--- src/aabb_contact_side_finder_macros.svh ---
// assertion macros for the contact side finder
// no dependencies; included by files that carry concurrent assertions
`ifndef AABB_CONTACT_SIDE_FINDER_MACROS_SVH
`define AABB_CONTACT_SIDE_FINDER_MACROS_SVH
`ifndef ASSERT_OFF
// assertion on an explicit clock and active-low reset
`define ACSF_ASSERT_CLK(lbl, clk, rstn, prop, msg) \
  lbl: assert property (@(posedge clk) disable iff (!rstn) prop) else $error(msg);
// assertion on the block clock and reset
`define ACSF_ASSERT(lbl, prop, msg) \
  `ACSF_ASSERT_CLK(lbl, clk_i, rst_ni, prop, msg)
`else
`define ACSF_ASSERT_CLK(lbl, clk, rstn, prop, msg)
`define ACSF_ASSERT(lbl, prop, msg)
`endif
`endif

--- src/acsf_pkg.sv ---
// types and constants of the contact side finder
// no dependencies; used by every module of the block
`timescale 1ns / 1ps

package acsf_pkg;

  // coordinate and distance widths
  localparam int CoordBits = 16;
  localparam int DistBits  = CoordBits + 1;

  // configuration register file
  localparam int NumRegs    = 8;
  localparam int RegIdxBits = 3;
  localparam int CfgIdxBits = 4;

  localparam logic [RegIdxBits-1:0] RegMoverLeft       = 3'd0;
  localparam logic [RegIdxBits-1:0] RegMoverRight      = 3'd1;
  localparam logic [RegIdxBits-1:0] RegMoverTop        = 3'd2;
  localparam logic [RegIdxBits-1:0] RegMoverBottom     = 3'd3;
  localparam logic [RegIdxBits-1:0] RegMoverPrevLeft   = 3'd4;
  localparam logic [RegIdxBits-1:0] RegMoverPrevRight  = 3'd5;
  localparam logic [RegIdxBits-1:0] RegMoverPrevTop    = 3'd6;
  localparam logic [RegIdxBits-1:0] RegMoverPrevBottom = 3'd7;

  typedef logic signed [CoordBits-1:0] coord_t;
  typedef logic signed [DistBits-1:0]  dist_t;
  typedef logic [DistBits-1:0]         mag_t;

  typedef enum logic [2:0] {
    SideNone   = 3'd0,
    SideLeft   = 3'd1,
    SideRight  = 3'd2,
    SideTop    = 3'd3,
    SideBottom = 3'd4
  } side_e;

  typedef struct packed {
    coord_t left;
    coord_t right;
    coord_t top;
    coord_t bottom;
  } box_t;

  typedef struct packed {
    box_t cur;
    box_t prev;
  } mover_cfg_t;

  typedef struct packed {
    coord_t obs_left;
    coord_t obs_right;
    coord_t obs_top;
    coord_t obs_bottom;
    coord_t obs_prev_left;
    coord_t obs_prev_right;
    coord_t obs_prev_top;
    coord_t obs_prev_bottom;
    logic   last_item;
  } obs_item_t;

  typedef struct packed {
    side_e  hit_side;
    coord_t hit_left;
    coord_t hit_right;
    coord_t hit_top;
    coord_t hit_bottom;
  } hit_item_t;

  // sign-extend a coordinate to distance width
  function automatic dist_t ext(coord_t v);
    return dist_t'(v);
  endfunction

  // magnitude of a distance
  function automatic mag_t mag(dist_t d);
    return d[DistBits-1] ? mag_t'(-d) : mag_t'(d);
  endfunction

endpackage

--- src/acsf_cfg_regs.sv ---
// register file holding the moving box's current and previous edges
// depends on acsf_pkg
`timescale 1ns / 1ps

module acsf_cfg_regs import acsf_pkg::*; (
  input  logic                  clk_i,
  input  logic                  rst_ni,
  input  logic                  wr_en_i,
  input  logic [CfgIdxBits-1:0] wr_index_i,
  input  coord_t                wr_data_i,
  output mover_cfg_t            mover_o
);

  coord_t regs_q [NumRegs];

  // write one register; indexes beyond the file are dropped
  always_ff @(posedge clk_i or negedge rst_ni) begin
    if (!rst_ni) begin
      for (int i = 0; i < NumRegs; i++) begin
        regs_q[i] <= '0;
      end
    end else if (wr_en_i && (wr_index_i < CfgIdxBits'(NumRegs))) begin
      regs_q[wr_index_i[RegIdxBits-1:0]] <= wr_data_i;
    end
  end

  // fixed mapping onto the mover box
  always_comb begin
    mover_o.cur.left     = regs_q[RegMoverLeft];
    mover_o.cur.right    = regs_q[RegMoverRight];
    mover_o.cur.top      = regs_q[RegMoverTop];
    mover_o.cur.bottom   = regs_q[RegMoverBottom];
    mover_o.prev.left    = regs_q[RegMoverPrevLeft];
    mover_o.prev.right   = regs_q[RegMoverPrevRight];
    mover_o.prev.top     = regs_q[RegMoverPrevTop];
    mover_o.prev.bottom  = regs_q[RegMoverPrevBottom];
  end

endmodule

--- src/acsf_side_calc.sv ---
// overlap test and side-of-approach choice for one obstacle
// depends on acsf_pkg
`timescale 1ns / 1ps

module acsf_side_calc import acsf_pkg::*; (
  input  mover_cfg_t mover_i,
  input  obs_item_t  obs_i,
  output side_e      side_o
);

  coord_t a_l, a_r, a_t, a_b, ap_l, ap_r, ap_t, ap_b;
  coord_t b_l, b_r, b_t, b_b, bp_l, bp_r, bp_t, bp_b;
  logic   overlap;
  dist_t  hd, vd;
  side_e  hs, vs, pick;

  always_comb begin
    a_l  = mover_i.cur.left;
    a_r  = mover_i.cur.right;
    a_t  = mover_i.cur.top;
    a_b  = mover_i.cur.bottom;
    ap_l = mover_i.prev.left;
    ap_r = mover_i.prev.right;
    ap_t = mover_i.prev.top;
    ap_b = mover_i.prev.bottom;
    b_l  = obs_i.obs_left;
    b_r  = obs_i.obs_right;
    b_t  = obs_i.obs_top;
    b_b  = obs_i.obs_bottom;
    bp_l = obs_i.obs_prev_left;
    bp_r = obs_i.obs_prev_right;
    bp_t = obs_i.obs_prev_top;
    bp_b = obs_i.obs_prev_bottom;
  end

  // strict overlap of the current boxes
  assign overlap = !((a_l >= b_r) || (a_r <= b_l) || (a_t >= b_b) || (a_b <= b_t));

  // horizontal approach side and penetration
  always_comb begin
    hd = '0;
    hs = SideNone;
    if (ap_l >= bp_r) begin
      hd = ext(b_r) - ext(a_l);
      hs = SideRight;
    end else if (ap_r <= bp_l) begin
      hd = ext(b_l) - ext(a_r);
      hs = SideLeft;
    end
  end

  // vertical approach side and penetration
  always_comb begin
    vd = '0;
    vs = SideNone;
    if (ap_t >= bp_b) begin
      vd = ext(b_b) - ext(a_t);
      vs = SideBottom;
    end else if (ap_b <= bp_t) begin
      vd = ext(b_t) - ext(a_b);
      vs = SideTop;
    end
  end

  // a smaller vertical penetration or zero vertical distance picks the horizontal side; ties go vertical
  assign pick   = ((mag(vd) < mag(hd)) || (vd == '0)) ? hs : vs;
  assign side_o = overlap ? pick : SideNone;

endmodule

--- src/aabb_contact_side_finder.sv ---
// Contact side finder: streams obstacle boxes, one item per clock unless held up,
// against the moving box held in eight configuration registers, and latches the
// first obstacle whose current box strictly overlaps the mover with a defined
// side of approach. An item is taken into an input register, decided by
// combinational compare logic, and on the item marked last one result (side
// code and latched box, or none and a zero box) is loaded into the output
// register, after which the latch clears. Throughput is one item per cycle
// unless held up; a result is registered in the output register once its last
// item leaves the input register and the output register is free. Only a last
// item waiting on a full, stalled output register holds up the input.
`timescale 1ns / 1ps

module aabb_contact_side_finder import acsf_pkg::*; (
  input  logic                  clk_i,
  input  logic                  rst_ni,
  // configuration writes
  input  logic                  cfg_valid_i,
  output logic                  cfg_ready_o,
  input  logic [CfgIdxBits-1:0] cfg_index_i,
  input  coord_t                cfg_data_i,
  // obstacle items
  input  logic                  in_valid_i,
  output logic                  in_ready_o,
  input  obs_item_t             in_item_i,
  // result items
  output logic                  out_valid_o,
  input  logic                  out_ready_i,
  output hit_item_t             out_item_o
);

`include "aabb_contact_side_finder_macros.svh"

  mover_cfg_t mover;
  side_e      calc_side;

  logic       s1_valid_q, s1_valid_d;
  obs_item_t  s1_item_q;
  logic       have_q, have_d;
  side_e      side_q, side_d;
  box_t       box_q, box_d;
  logic       out_valid_q, out_valid_d;
  hit_item_t  out_item_q, out_item_d;

  logic       out_free, adv, adv_last, hit_now;
  box_t       obs_box;

  // configuration registers
  assign cfg_ready_o = 1'b1;

  acsf_cfg_regs u_cfg_regs (
    .clk_i      (clk_i),
    .rst_ni     (rst_ni),
    .wr_en_i    (cfg_valid_i),
    .wr_index_i (cfg_index_i),
    .wr_data_i  (cfg_data_i),
    .mover_o    (mover)
  );

  // side decision for the registered item
  acsf_side_calc u_side_calc (
    .mover_i (mover),
    .obs_i   (s1_item_q),
    .side_o  (calc_side)
  );

  // stage advance: items that are not last never need the output register
  assign out_free   = !out_valid_q || out_ready_i;
  assign adv        = s1_valid_q && (!s1_item_q.last_item || out_free);
  assign adv_last   = adv && s1_item_q.last_item;
  assign in_ready_o = !s1_valid_q || adv;
  assign hit_now    = !have_q && (calc_side != SideNone);

  always_comb begin
    obs_box.left   = s1_item_q.obs_left;
    obs_box.right  = s1_item_q.obs_right;
    obs_box.top    = s1_item_q.obs_top;
    obs_box.bottom = s1_item_q.obs_bottom;
  end

  // input stage
  assign s1_valid_d = in_ready_o ? in_valid_i : s1_valid_q;

  always_ff @(posedge clk_i or negedge rst_ni) begin
    if (!rst_ni) begin
      s1_valid_q <= 1'b0;
    end else begin
      s1_valid_q <= s1_valid_d;
    end
  end

  always_ff @(posedge clk_i) begin
    if (in_valid_i && in_ready_o) begin
      s1_item_q <= in_item_i;
    end
  end

  // first-hit latch, cleared at the end of each list
  always_comb begin
    have_d = have_q;
    side_d = side_q;
    box_d  = box_q;
    if (adv) begin
      if (s1_item_q.last_item) begin
        have_d = 1'b0;
        side_d = SideNone;
        box_d  = '0;
      end else if (hit_now) begin
        have_d = 1'b1;
        side_d = calc_side;
        box_d  = obs_box;
      end
    end
  end

  always_ff @(posedge clk_i or negedge rst_ni) begin
    if (!rst_ni) begin
      have_q <= 1'b0;
      side_q <= SideNone;
      box_q  <= '0;
    end else begin
      have_q <= have_d;
      side_q <= side_d;
      box_q  <= box_d;
    end
  end

  // result register
  always_comb begin
    out_item_d = out_item_q;
    if (have_q) begin
      out_item_d.hit_side   = side_q;
      out_item_d.hit_left   = box_q.left;
      out_item_d.hit_right  = box_q.right;
      out_item_d.hit_top    = box_q.top;
      out_item_d.hit_bottom = box_q.bottom;
    end else if (hit_now) begin
      out_item_d.hit_side   = calc_side;
      out_item_d.hit_left   = obs_box.left;
      out_item_d.hit_right  = obs_box.right;
      out_item_d.hit_top    = obs_box.top;
      out_item_d.hit_bottom = obs_box.bottom;
    end else begin
      out_item_d = '0;
    end
  end

  assign out_valid_d = adv_last ? 1'b1 : (out_ready_i ? 1'b0 : out_valid_q);

  always_ff @(posedge clk_i or negedge rst_ni) begin
    if (!rst_ni) begin
      out_valid_q <= 1'b0;
    end else begin
      out_valid_q <= out_valid_d;
    end
  end

  always_ff @(posedge clk_i) begin
    if (adv_last) begin
      out_item_q <= out_item_d;
    end
  end

  assign out_valid_o = out_valid_q;
  assign out_item_o  = out_item_q;

  // a new result only follows a last item leaving the input stage
  `ACSF_ASSERT(a_result_after_last, $rose(out_valid_q) |-> $past(adv_last),
               "result without last item")
  // the latch is empty after every list end
  `ACSF_ASSERT(a_clear_after_last, adv_last |=> !have_q, "latch not cleared after last item")
  // a latched contact always carries a real side
  `ACSF_ASSERT(a_have_side, have_q |-> (side_q != SideNone), "latched contact without side")
  // a miss reports a zero box
  `ACSF_ASSERT(a_none_zero_box,
               (out_valid_q && (out_item_q.hit_side == SideNone)) |->
               ((out_item_q.hit_left == '0) && (out_item_q.hit_right == '0) &&
                (out_item_q.hit_top == '0) && (out_item_q.hit_bottom == '0)),
               "miss with nonzero box")

endmodule

--- config.mk ---
export PLATFORM = sky130hd
export DESIGN_NAME = aabb_contact_side_finder
export DESIGN_NICKNAME = d
export VERILOG_FILES = /design/src/acsf_pkg.sv /design/src/acsf_cfg_regs.sv /design/src/acsf_side_calc.sv /design/src/aabb_contact_side_finder.sv
export VERILOG_INCLUDE_DIRS = /design/src /design/src/src
export SDC_FILE = /design/constraint.sdc
export NUM_CORES = 1
export LEC_CHECK = 0
export ABC_AREA = 1
export BUFFER_PORTS_ARGS = -buffer_cell sky130_fd_sc_hd__buf_2
export CAP_MARGIN = 20
export CELL_PAD_IN_SITES_DETAIL_PLACEMENT = 1
export CELL_PAD_IN_SITES_GLOBAL_PLACEMENT = 2
export CORE_MARGIN = 3
export CORE_UTILIZATION = 40
export DETAILED_ROUTE_END_ITERATION = 6
export PLACE_DENSITY = 0.95
export SETUP_SLACK_MARGIN = 0.3
export SYNTH_ARGS = -nofsm -noshare
export SYNTH_HDL_FRONTEND = slang
export SYNTH_SLANG_ARGS = --single-unit
--- constraint.sdc ---
create_clock -name clk_i -period 13.28 [get_ports clk_i]
set_input_delay 0.664 -clock clk_i [delete_from_list [all_inputs] [get_ports clk_i]]
set_output_delay 0.664 -clock clk_i [all_outputs]
set_load 0.01 [all_outputs]
* Word level (Yosys, flattened, before mapping)
Cells that the tools add are included.
** Storage, ports and cells
- Flip-flop bits (word level) :: 394
- Latch bits :: 0
- RAM bits :: 0
- ROM bits :: 0
- Input port bits :: 154
- Output and inout port bits :: 70
- Logic and storage cells :: 96
- Memories :: 0
** Operators by class
- Add/sub/neg operators :: 6
- Multipliers :: 0
- Div/mod/pow operators :: 0
- $lt $le $gt $ge :: 12
- Eq/ne operators :: 0
- Shift operators :: 0
- Mux-type cells :: 25
- Bitwise gates (word level) :: 1
- Reduce and logical (&&, ||, !) cells :: 22
** Operators with widths (count)
- $mux 67 :: 2
- $bwmux 128 :: 1
- $mux 64 :: 2
- $mux 17 :: 6
- $sub 16x16->17 :: 4
- $ge 16x16->1 :: 4
- $le 16x16->1 :: 4
- $demux 16 s3 :: 1
- $neg 17->17 :: 2
- $mux 3 :: 6
- $logic_not 17->1 :: 1
- $lt 17x17->1 :: 1
- $mux 16 :: 1
- $logic_or 1x1->1 :: 7
- $logic_and 1x1->1 :: 6
- $mux 1 :: 5
- $ge 4x4->1 const B :: 1
- $logic_not 1->1 :: 4
- $lt 4x1->1 const B :: 1
- $lt 4x4->1 const B :: 1
- $not 3->4 :: 1
- $reduce_bool 2->1 :: 2
- $reduce_bool 3->1 :: 1
- $mux 2 :: 1
- $reduce_and 2->1 :: 1

* Depth between registers and ports, before layout
Gate-level depths: netlist (run 1).
- Depth in word-level cells :: 13
- Depth in mapped cells :: 42
- Depth with buffers taken out :: 39

* Hierarchy
From an unflattened synthesis (run 1), not the netlist that was laid out.
** Unflattened totals
- Cells, all modules :: 2606
- Area, all modules :: 22208.8 um^2
** Modules (own cells, without submodules)
- aabb_contact_side_finder :: times used 1, cells an instance 745, area each 9758.1 um^2, seq. area each 7637.3 um^2
- acsf_side_calc :: times used 1, cells an instance 1279, area each 7270.7 um^2, seq. area each 0.0 um^2
- acsf_cfg_regs :: times used 1, cells an instance 582, area each 5180.0 um^2, seq. area each 3203.1 um^2

* Least setup slack after synthesis (run 1)
Ideal clock, no wire load.
- Kind :: reg2reg
- Start :: reg s1_item_q, in the netlist obs_box[32]
- End :: reg out_item_q, in the netlist out_item_o[33] (data pin)
- Library setup time :: 0.253 ns
- Arrival :: 4.670 ns
- Data required time :: 13.027 ns
- Setup slack :: 8.357 ns
- Stages on the path, launching flop included :: 37
- Buffers on the path :: 3
- Period minus slack after synthesis :: 4.923 ns
- Path through :: edfxtp_1 inv_1 ha_1 inv_1 fa_1 nand2_1 nand2_1 a21oi_1 nor2_1 o21ai_0 nand2_1 or2_2 nand3_1 o21ai_0 inv_1 nand3_1 nor2_1 nand2_1 nor2_1 nand2_1 nand2_1 xnor2_1 inv_1 ha_1 inv_1 or4_1 a21oi_1 a2111oi_0 nand2_2 nand3_2 nand4_1 nand3_1 buf_6 buf_8 buf_12 nand2_2 nand2_1
** RTL lines
- from (decl) :: RTL line aabb_contact_side_finder.sv:37 : obs_item_t s1_item_q;
- from (signal assigned) :: RTL line aabb_contact_side_finder.sv:93 : s1_item_q <= in_item_i;
- to (signal assigned) :: RTL line aabb_contact_side_finder.sv:159 : out_item_q <= out_item_d;
- to (decl) :: RTL line aabb_contact_side_finder.sv:42 : hit_item_t out_item_q, out_item_d;

* Final worst setup path (run 1)
- Start :: reg u_cfg_regs.regs_q, in the netlist u_cfg_regs.mover_o[51]
- End :: reg box_q[49] in the netlist's numbering
** On the way
- Longest elaborated chain between the ends :: 12
- Elaborated cells on any way between the ends :: 13
- Those cells by class :: add/sub (1); order compare (2); mux (5); reduce/logical (5)
** RTL lines
- from (decl) :: RTL line acsf_cfg_regs.sv:14 : coord_t regs_q [NumRegs];
- from (signal, indexed assignment) :: RTL line acsf_cfg_regs.sv:23 : regs_q[wr_index_i[RegIdxBits-1:0]] <= wr_data_i;
- $ge 16x16->1 (*) :: RTL line acsf_side_calc.sv:43 : if (ap_l >= bp_r) begin
- $mux 17 :: RTL line acsf_side_calc.sv:43
- $neg 17->17 :: RTL line acsf_pkg.sv:76 : return d[DistBits-1] ? mag_t'(-d) : mag_t'(d);
- $mux 17 :: RTL line acsf_pkg.sv:76
- $lt 17x17->1 :: RTL line acsf_side_calc.sv:66 : assign pick = ((mag(vd) < mag(hd)) || (vd == '0)) ? hs : vs;
- $logic_or 1x1->1 :: RTL line acsf_side_calc.sv:66
- $mux 3 (*) :: RTL line acsf_side_calc.sv:66
- $mux 3 (*) :: RTL line acsf_side_calc.sv:67 : assign side_o = overlap ? pick : SideNone;
- $reduce_bool 3->1 (*) :: RTL line aabb_contact_side_finder.sv:71 : assign hit_now = !have_q && (calc_side != SideNone);
- $logic_and 1x1->1 (*) :: RTL line aabb_contact_side_finder.sv:71
- $reduce_bool 2->1 (no line) (*)
- $reduce_and 2->1 (no line) (*)
- to (signal assigned) :: RTL line aabb_contact_side_finder.sv:123 : box_q <= box_d;
- to (decl) :: RTL line aabb_contact_side_finder.sv:40 : box_t box_q, box_d;
Every way passes the cells marked *; elsewhere a longest branch is shown, timed or not.
A chain may end at the register's enable or synchronous reset.

==> qor.csv, run 1 <==
stage;metric;value;unit
critical_path;r2r_setup_slk;5.77;ns
final_layout;final_layout_size_suffix_gt1_frac;0.147;
detailed_routing;remaining_drc_errors;0;
logic_synthesis;synth_edf_count;196;
floorplan;core_region;51900;sq um
clock_network;number_of_cts_inserted_buffers;45;
detailed_routing;drt-wirelength-per-cell;19.8;microns
critical_path;worst_setup_path_end_kind;register;
clock_network;cts.repair_timing.setup_buffer_count;0;
final_layout;final_net_count;2862;
clock_network;cts_htree_levels;2;
job;max_cap_viol_count;0;
clock_network;cts_tree;built;
floorplan;row_count;83;
place;place.port_buffers;222;
critical_path;r2r-end;box_q[49]$_DFFE_PN0P_;
logic_synthesis;syn_nets;2657;
clock_network;postCtsHoldBufs;0;
grt;grt_pass1_vias;18137;
critical_path;crit_path_frequent_cell;sky130_fd_sc_hd__nand2_1;
critical_path;critPathMaxFanout;52;
timing;finalWorstPathRequiredPeriod;7.51;ns
logic_synthesis;xor_and_xnor_area_share_after_synthesis;0.0264;
timing;finClkSkew;0.0252;ns
logic_synthesis;yosys_warn_count;0;
final_layout;syn2layout_area_growth;15.1;%
grt;pin_count_of_the_biggest_net_entering_global_routing;92;
place;gp_congestion;0.887;
logic_synthesis;synth.top_cell.area_share;0.277;
timing;crit_share_post_route;0.565;
logic_synthesis;synthAdderAreaFrac;0.0921;
clock_network;cts_root_buf;sky130_fd_sc_hd__clkbuf_16;
logic_synthesis;ys_seq_area_frac;0.510;
power_and_ir_drop;maximum_ir_drop_on_the_vdd_rail;103;uV
timing;slew-limit-headroom;0.290;
timing;hold_violations;0;
min_path;hp-class;primary input to async pin;
critical_path;rr_startpoint;u_cfg_regs.mover_o[51]$_DFFE_PN0P_;
logic_synthesis;synthDominantAreaCellType;sky130_fd_sc_hd__edfxtp_1;
timing;worstMarginPinSlew;1.07;ns
logic_synthesis;combinational_family_with_the_most_area_after_synthesis;simple AND/OR/NAND/NOR gates;
critical_path;crit_path_start_kind;register;
detailed_routing;dr_total_vias;17265;
critical_path;critical-path-top-delay-family;simple AND/OR/NAND/NOR gates;
detailed_routing;detailedRoute.firstPassIterationCount;5;
critical_path;cp_slowest_cell;sky130_fd_sc_hd__nor2_1;
floorplan;die_height;236;microns
timing;max_freq;133;MHz
logic_synthesis;ys.flop_type;sky130_fd_sc_hd__dfrtp_1;
final_layout;final_core_util;0.471;
logic_synthesis;yosys_register_bits;394;
logic_synthesis;netlist_instances;2349;
timing;final.setup.tns;0;ns
logic_synthesis;synth_simple_gate_area_share;0.216;
timing;rsz0062_at_grt;false;
critical_path;cp_data_required_time;13.79;ns
clock_network;cts.reportedPaths.clkPinSlew;0.06;ns
logic_synthesis;yosysMostFrequentCell;sky130_fd_sc_hd__nand2_1;
logic_synthesis;ys_top_cells_by_count;sky130_fd_sc_hd__nand2_1 (614), sky130_fd_sc_hd__inv_1 (279), sky130_fd_sc_hd__dfrtp_1 (198);
logic_synthesis;synthDistinctLibCells;51;
grt;grtUsageTotal;0.230;
logic_synthesis;compound_gate_fraction_of_synth_area;0.0837;
detailed_routing;postRouteAntennaNets;0;
grt;globalRouteOverflowTotal;0;
logic_synthesis;synth.cell_area;21200;sq um
timing;setup_viol;0;
timing;final-max-slew-violation-count;0;
power_and_ir_drop;power-per-cell-area;189;nW/um^2
critical_path;peak_per_stage_delay_on_the_critical_path;0.74;ns
clock_network;cts_max_path_buffers;3;
logic_synthesis;postSynth.asyncResetShare;0.503;
grt;initial_antenna_violation_count;7;
critical_path;arrival;8.02;ns
grt;grt_first_pass_wirelength;101;mm
critical_path;worstSetupPathType;register to register;
power_and_ir_drop;p_leak;12.0;nW
logic_synthesis;syn_avg_cell_area;9.04;sq um
detailed_routing;initialDrtViolationCount;1048;
detailed_routing;vias_per_cell;5.27;
floorplan;die-width;236;microns
clock_network;clock_sink_count;394;
clock_network;clock_latency_on_the_worst_skew_pair;0.60;ns
critical_path;r2r_cells;34;
floorplan;initial_core_utilization;0.409;
logic_synthesis;yosys-top-cells-area;sky130_fd_sc_hd__edfxtp_1 (28%), sky130_fd_sc_hd__dfrtp_1 (23%), sky130_fd_sc_hd__nand2_1 (11%), sky130_fd_sc_hd__ha_1 (8.8%), sky130_fd_sc_hd__inv_1 (4.9%);
detailed_routing;wirelength;64.9;mm
place;detailedPlacementHpwl;45.5;mm
floorplan;io-pin-count;224;
floorplan;die-area;55900;sq um
clock_network;postCtsResizedCells;0;
critical_path;cp.buffers_inverters;6;
logic_synthesis;muxShareOfSynthArea;0;
status;outcome;finished, final reports clean;
==> how the worst max path moves through the flow <==
| stage | endpoint | cells after the start | startpoint | slack (ns) |
|---|---|---|---|---|
| after floorplan | out_item_o[33]$_DFFE_PP_ | 36 | obs_box[32]$_DFFE_PP_ | 8.36 |
| after global placement | out_item_o[26]$_DFFE_PP_ | 34 | u_cfg_regs.mover_o[51]$_DFFE_PN0P_ | 5.94 |
| after detailed placement | out_item_o[26]$_DFFE_PP_ | 32 | u_cfg_regs.mover_o[57]$_DFFE_PN0P_ | 5.76 |
| after CTS | box_q[62]$_DFFE_PN0P_ | 33 | u_cfg_regs.mover_o[51]$_DFFE_PN0P_ | 5.56 |
| after global routing | box_q[49]$_DFFE_PN0P_ | 34 | u_cfg_regs.mover_o[51]$_DFFE_PN0P_ | 5.12 |
| final | box_q[49]$_DFFE_PN0P_ | 34 | u_cfg_regs.mover_o[51]$_DFFE_PN0P_ | 5.77 |
==> layer usage <==
| metal | wire length [microns] | up-vias | GRT usage | part of all wire |
|---|---|---|---|---|
| met4 | 1450 | 2 | 0.0645 | 0.022 |
| li1 | - | 8243 | - | - |
| met5 | 13 | - | 0 | 0.00020 |
| met2 | 30900 | 391 | 0.387 | 0.48 |
| met3 | 3680 | 92 | 0.0378 | 0.057 |
| met1 | 28800 | 8537 | 0.307 | 0.44 |
==> stage by stage <==
stage	cell area, sq um	total power, W	hold WS (ns)	setup slack [ns]	instances
after global routing	24400	0.00497	0.0427	5.12	3271
after floorplan	21200	0.00292	0.368	8.36	2349
after global placement	22900	0.00332	0.466	5.94	3182
final	24500	0.00463	0.0363	5.77	3273
after detailed placement	22900	0.00340	0.473	5.76	3182
after CTS	24300	0.00466	0.0250	5.56	3266
==> final cells by class <==
| type | count | area, sq um |
|---|---|---|
| Antenna cell | 2 | 5.00 |
| Inverter | 284 | 1070 |
| Timing Repair Buffer | 240 | 1340 |
| Tap cell | 680 | 851 |
| Clock inverter | 29 | 250 |
| Sequential cell | 394 | 10800 |
| Fill cell | 6097 | 27500 |
| Multi-Input combinational cell | 1589 | 8910 |
| Clock buffer | 55 | 1180 |
==> cells by family (layout without fill, tap and decap cells) <==
logic type      Yosys count  after routing
xor+xnor                 64             64
buf+inv                 366            608
simple gates           1039           1039
flops                   394            394
compound gates          331            331
fa+ha+maj               154            154
other cells               1              3
==> cell usage in the layout (no fill, tap or decap), drive strengths merged, types with 8 or more instances in the layout <==
| cell | count |
|---|---|
| xnor2 | 27 |
| ha | 150 |
| buf | 238 |
| nand4 | 84 |
| nor3 | 12 |
| dfrtp | 198 |
| xor2 | 37 |
| inv | 283 |
| o21bai | 9 |
| clkinv | 25 |
| o21ai | 168 |
| edfxtp | 196 |
| nand3 | 156 |
| a21oi | 118 |
| clkbuf | 57 |
| nor2 | 113 |
| nand2 | 657 |
| a21o | 8 |
==> report_power, final <==
| group | total (W) | switching, W | leakage [nW] | internal, W |
|---|---|---|---|---|
| sequential | 0.00161 | 0.000107 | 4.46 | 0.00150 |
| combinational | 0.00179 | 0.00118 | 6.84 | 0.000617 |
| clock | 0.00122 | 0.000522 | 0.698 | 0.000699 |
| total | 0.00463 | 0.00180 | 12.0 | 0.00282 |
==> flip-flops by register name, summed over array words and instances (netlist names) <==
name and flops:
side_q 3, box_q 64, s1_item_q 65, out_valid_o 1
have_q 1, out_item_o 67, obs_box 64, s1_valid_q 1
u_cfg_regs.mover_o 128
==> worst reg2reg max path, delay by kind of cell, from the launching register on <==
kind            cells  cell delay (ns)
compound gates      6             0.84
xor+xnor            1             0.12
fa+ha+maj           2             0.60
buf+inv             6             1.61
flops               1             0.39
simple gates       19             3.87
No activity file was read; power rests on OpenSTA's default activity.
==> run 2: changes to the inputs <==
--- a/config.mk
+++ b/config.mk
@@ -12,9 +12,9 @@
 export CELL_PAD_IN_SITES_DETAIL_PLACEMENT = 1
 export CELL_PAD_IN_SITES_GLOBAL_PLACEMENT = 2
 export CORE_MARGIN = 3
-export CORE_UTILIZATION = 40
+export CORE_UTILIZATION = 33
 export DETAILED_ROUTE_END_ITERATION = 6
-export PLACE_DENSITY = 0.95
+export PLACE_DENSITY = 0.87
 export SETUP_SLACK_MARGIN = 0.3
 export SYNTH_ARGS = -nofsm -noshare
 export SYNTH_HDL_FRONTEND = slang
==> constraint.sdc (replaced) <==
create_clock -name clk_i -period 6.3 [get_ports clk_i]
set_input_delay 0.315 -clock clk_i [delete_from_list [all_inputs] [get_ports clk_i]]
set_output_delay 0.315 -clock clk_i [all_outputs]
set_load 0.01 [all_outputs]
==> qor.csv, run 2 (synthesis gave the netlist of run 1 again) <==
stage;metric;value;unit
min_path;whs_path_depth;3;
detailed_routing;vias_per_cell;4.93;
detailed_routing;remaining_drc_errors;0;
clock_network;cts_tree;built;
detailed_routing;detailedRoute.firstPassIterationCount;4;
floorplan;row_count;92;
critical_path;crit_path_frequent_cell;sky130_fd_sc_hd__nand2_1;
final_layout;final_core_util;0.421;
final_layout;mostFrequentLayoutCell;sky130_fd_sc_hd__nand2_1;
final_layout;flip_flop_count_of_the_largest_register_after_layout;128;
detailed_routing;wirelength;71.7;mm
power_and_ir_drop;power-per-cell-area;387;nW/um^2
critical_path;r2r_cells;35;
floorplan;die-width;260;microns
critical_path;worstSetupPathType;register to register;
critical_path;critPathMaxFanout;12;
timing;slew-limit-headroom;0.285;
timing;hold_violations;0;
timing;setup_viol;0;
detailed_routing;dr_total_vias;17877;
grt;grtUsageTotal;0.208;
timing;final.setup.tns;0;ns
final_layout;final_area;26700;sq um
place;postPlaceCellArea;23200;sq um
place;place.port_buffers;222;
critical_path;cp_data_required_time;6.64;ns
clock_network;cts_root_buf;sky130_fd_sc_hd__clkbuf_16;
final_layout;filler_cell_count;7298;
clock_network;clock_sink_count;394;
final_layout;layout.cells.non_filler;3626;
detailed_routing;postRouteAntennaNets;0;
critical_path;peak_per_stage_delay_on_the_critical_path;0.58;ns
timing;rsz0062_at_grt;false;
min_path;hp-class;primary input to register;
status;outcome;finished, final reports clean;
detailed_routing;initialDrtViolationCount;971;
power_and_ir_drop;p_leak;12.9;nW
grt;grt_first_pass_wirelength;108;mm
clock_network;clock_latency_on_the_worst_skew_pair;0.61;ns
floorplan;core_region;63400;sq um
floorplan;initial_core_utilization;0.335;
timing;final-max-slew-violation-count;0;
power_and_ir_drop;totalPowerFinal;0.0103;W
final_layout;syn2layout_area_growth;25.7;%
grt;grt_pass1_vias;18947;
timing;finClkSkew;0.0314;ns
timing;worstMarginPinSlew;1.07;ns
clock_network;number_of_cts_inserted_buffers;48;
critical_path;crit_path_start_kind;register;
timing;max_freq;176;MHz
critical_path;cp_slowest_cell;sky130_fd_sc_hd__or4_1;
timing;finalWorstPathRequiredPeriod;5.68;ns
clock_network;cts_htree_levels;2;
grt;pin_count_of_the_biggest_net_entering_global_routing;109;
job;max_cap_viol_count;0;
floorplan;io-pin-count;224;
final_layout;final_layout_size_suffix_gt1_frac;0.163;
timing;crit_share_post_route;0.902;
floorplan;die-area;67400;sq um
final_layout;final_net_count;3045;
place;post_placement_cell_count;3357;
critical_path;arrival;6.02;ns
critical_path;worst_setup_path_end_kind;register;
grt;initial_antenna_violation_count;12;
place;gp_congestion;0.870;
grt;globalRouteOverflowTotal;0;
floorplan;die_height;260;microns
place;detailedPlacementHpwl;48.5;mm
clock_network;cts_max_path_buffers;3;
final_layout;most-common-layout-cells;sky130_fd_sc_hd__nand2_1 (610), sky130_fd_sc_hd__inv_1 (275), sky130_fd_sc_hd__buf_2 (221), sky130_fd_sc_hd__dfrtp_1 (197), sky130_fd_sc_hd__edfxtp_1 (196);
power_and_ir_drop;maximum_ir_drop_on_the_vdd_rail;200;uV
clock_network;cts.reportedPaths.clkPinSlew;0.06;ns
detailed_routing;drt-wirelength-per-cell;19.8;microns
run 2: through the flow:
| step | setup WS (ns) | hold WS (ns) |
|---|---|---|
| 2_1_floorplan | 1.38 | 0.0194 |
| 3_3_place_gp | 0.569 | 0.466 |
| 3_5_place_dp | 0.320 | 0.473 |
| 4_1_cts | 0.408 | 0.325 |
| 5_1_grt | 0.230 | 0.189 |
| 6_report | 0.618 | 0.205 |
run 2: path summary, 6_finish.rpt:
path,startpoint,to,slack (ns)
setup / recovery,obs_box[32]$_DFFE_PP_,out_item_o[51]$_DFFE_PP_,0.62
hold / removal,cfg_index_i[2],u_cfg_regs.mover_o[4]$_DFFE_PN0P_,0.20
setup reg to reg,obs_box[32]$_DFFE_PP_,out_item_o[51]$_DFFE_PP_,0.62
hold reg to reg,u_cfg_regs.mover_o[103]$_DFFE_PN0P_,u_cfg_regs.mover_o[103]$_DFFE_PN0P_,0.48
max in group asynchronous,rst_ni,u_cfg_regs.mover_o[85]$_DFFE_PN0P_,4.44
min in group asynchronous,rst_ni,u_cfg_regs.mover_o[34]$_DFFE_PN0P_,0.41
run 2: worst max-delay path, delay by kind of cell (launching register included):
family | cells | cell delay [ns]
buf+inv | 7 | 0.80
fa+ha+maj | 3 | 0.80
compound gates | 5 | 0.69
flops | 1 | 0.41
xor+xnor | 1 | 0.11
simple gates | 19 | 2.61
run 2: routing by layer:
metal,GRT usage,routed length (microns),up-vias,share of wire
met2,0.357,35000,378,0.49
li1,-,-,8602,-
met4,0.0643,1740,0,0.024
met5,0,0,-,0
met3,0.0288,3170,96,0.044
met1,0.271,31800,8801,0.44
run 2: what timing repair did:
| item | in CTS | in global routing |
|---|---|---|
| pin swaps | 0 | 10 |
| setup endpoints to repair | 8 | 132 |
| hold buffers | 148 | 0 |
| resized for setup | 2 | 43 |
| gates cloned | 0 | 5 |
| endpoints found under the hold margin | 253 | 0 |
| setup buffers | 0 | 19 |
run 2: layout make-up:
cell class | instances | area [sq um] | area share
Sequential cell | 394 | 10800 | 0.406
Multi-Input combinational cell | 1590 | 9020 | 0.338
Timing Repair Buffer | 418 | 3130 | 0.117
Clock buffer | 70 | 1370 | 0.0515
Inverter | 284 | 1080 | 0.0403
Tap cell | 846 | 1060 | 0.0397
Clock inverter | 20 | 178 | 0.00666
Timing Repair inverter | 1 | 7.51 | 0.000281
Antenna cell | 3 | 7.51 | 0.000281
run 2: power by group:
part | internal [W] | switching, W | total (W) | leakage (nW)
logic | 0.00157 | 0.00267 | 0.00424 | 7.64
clock network | 0.00153 | 0.00117 | 0.00270 | 0.752
registers | 0.00317 | 0.000228 | 0.00340 | 4.46
total | 0.00627 | 0.00407 | 0.0103 | 12.9
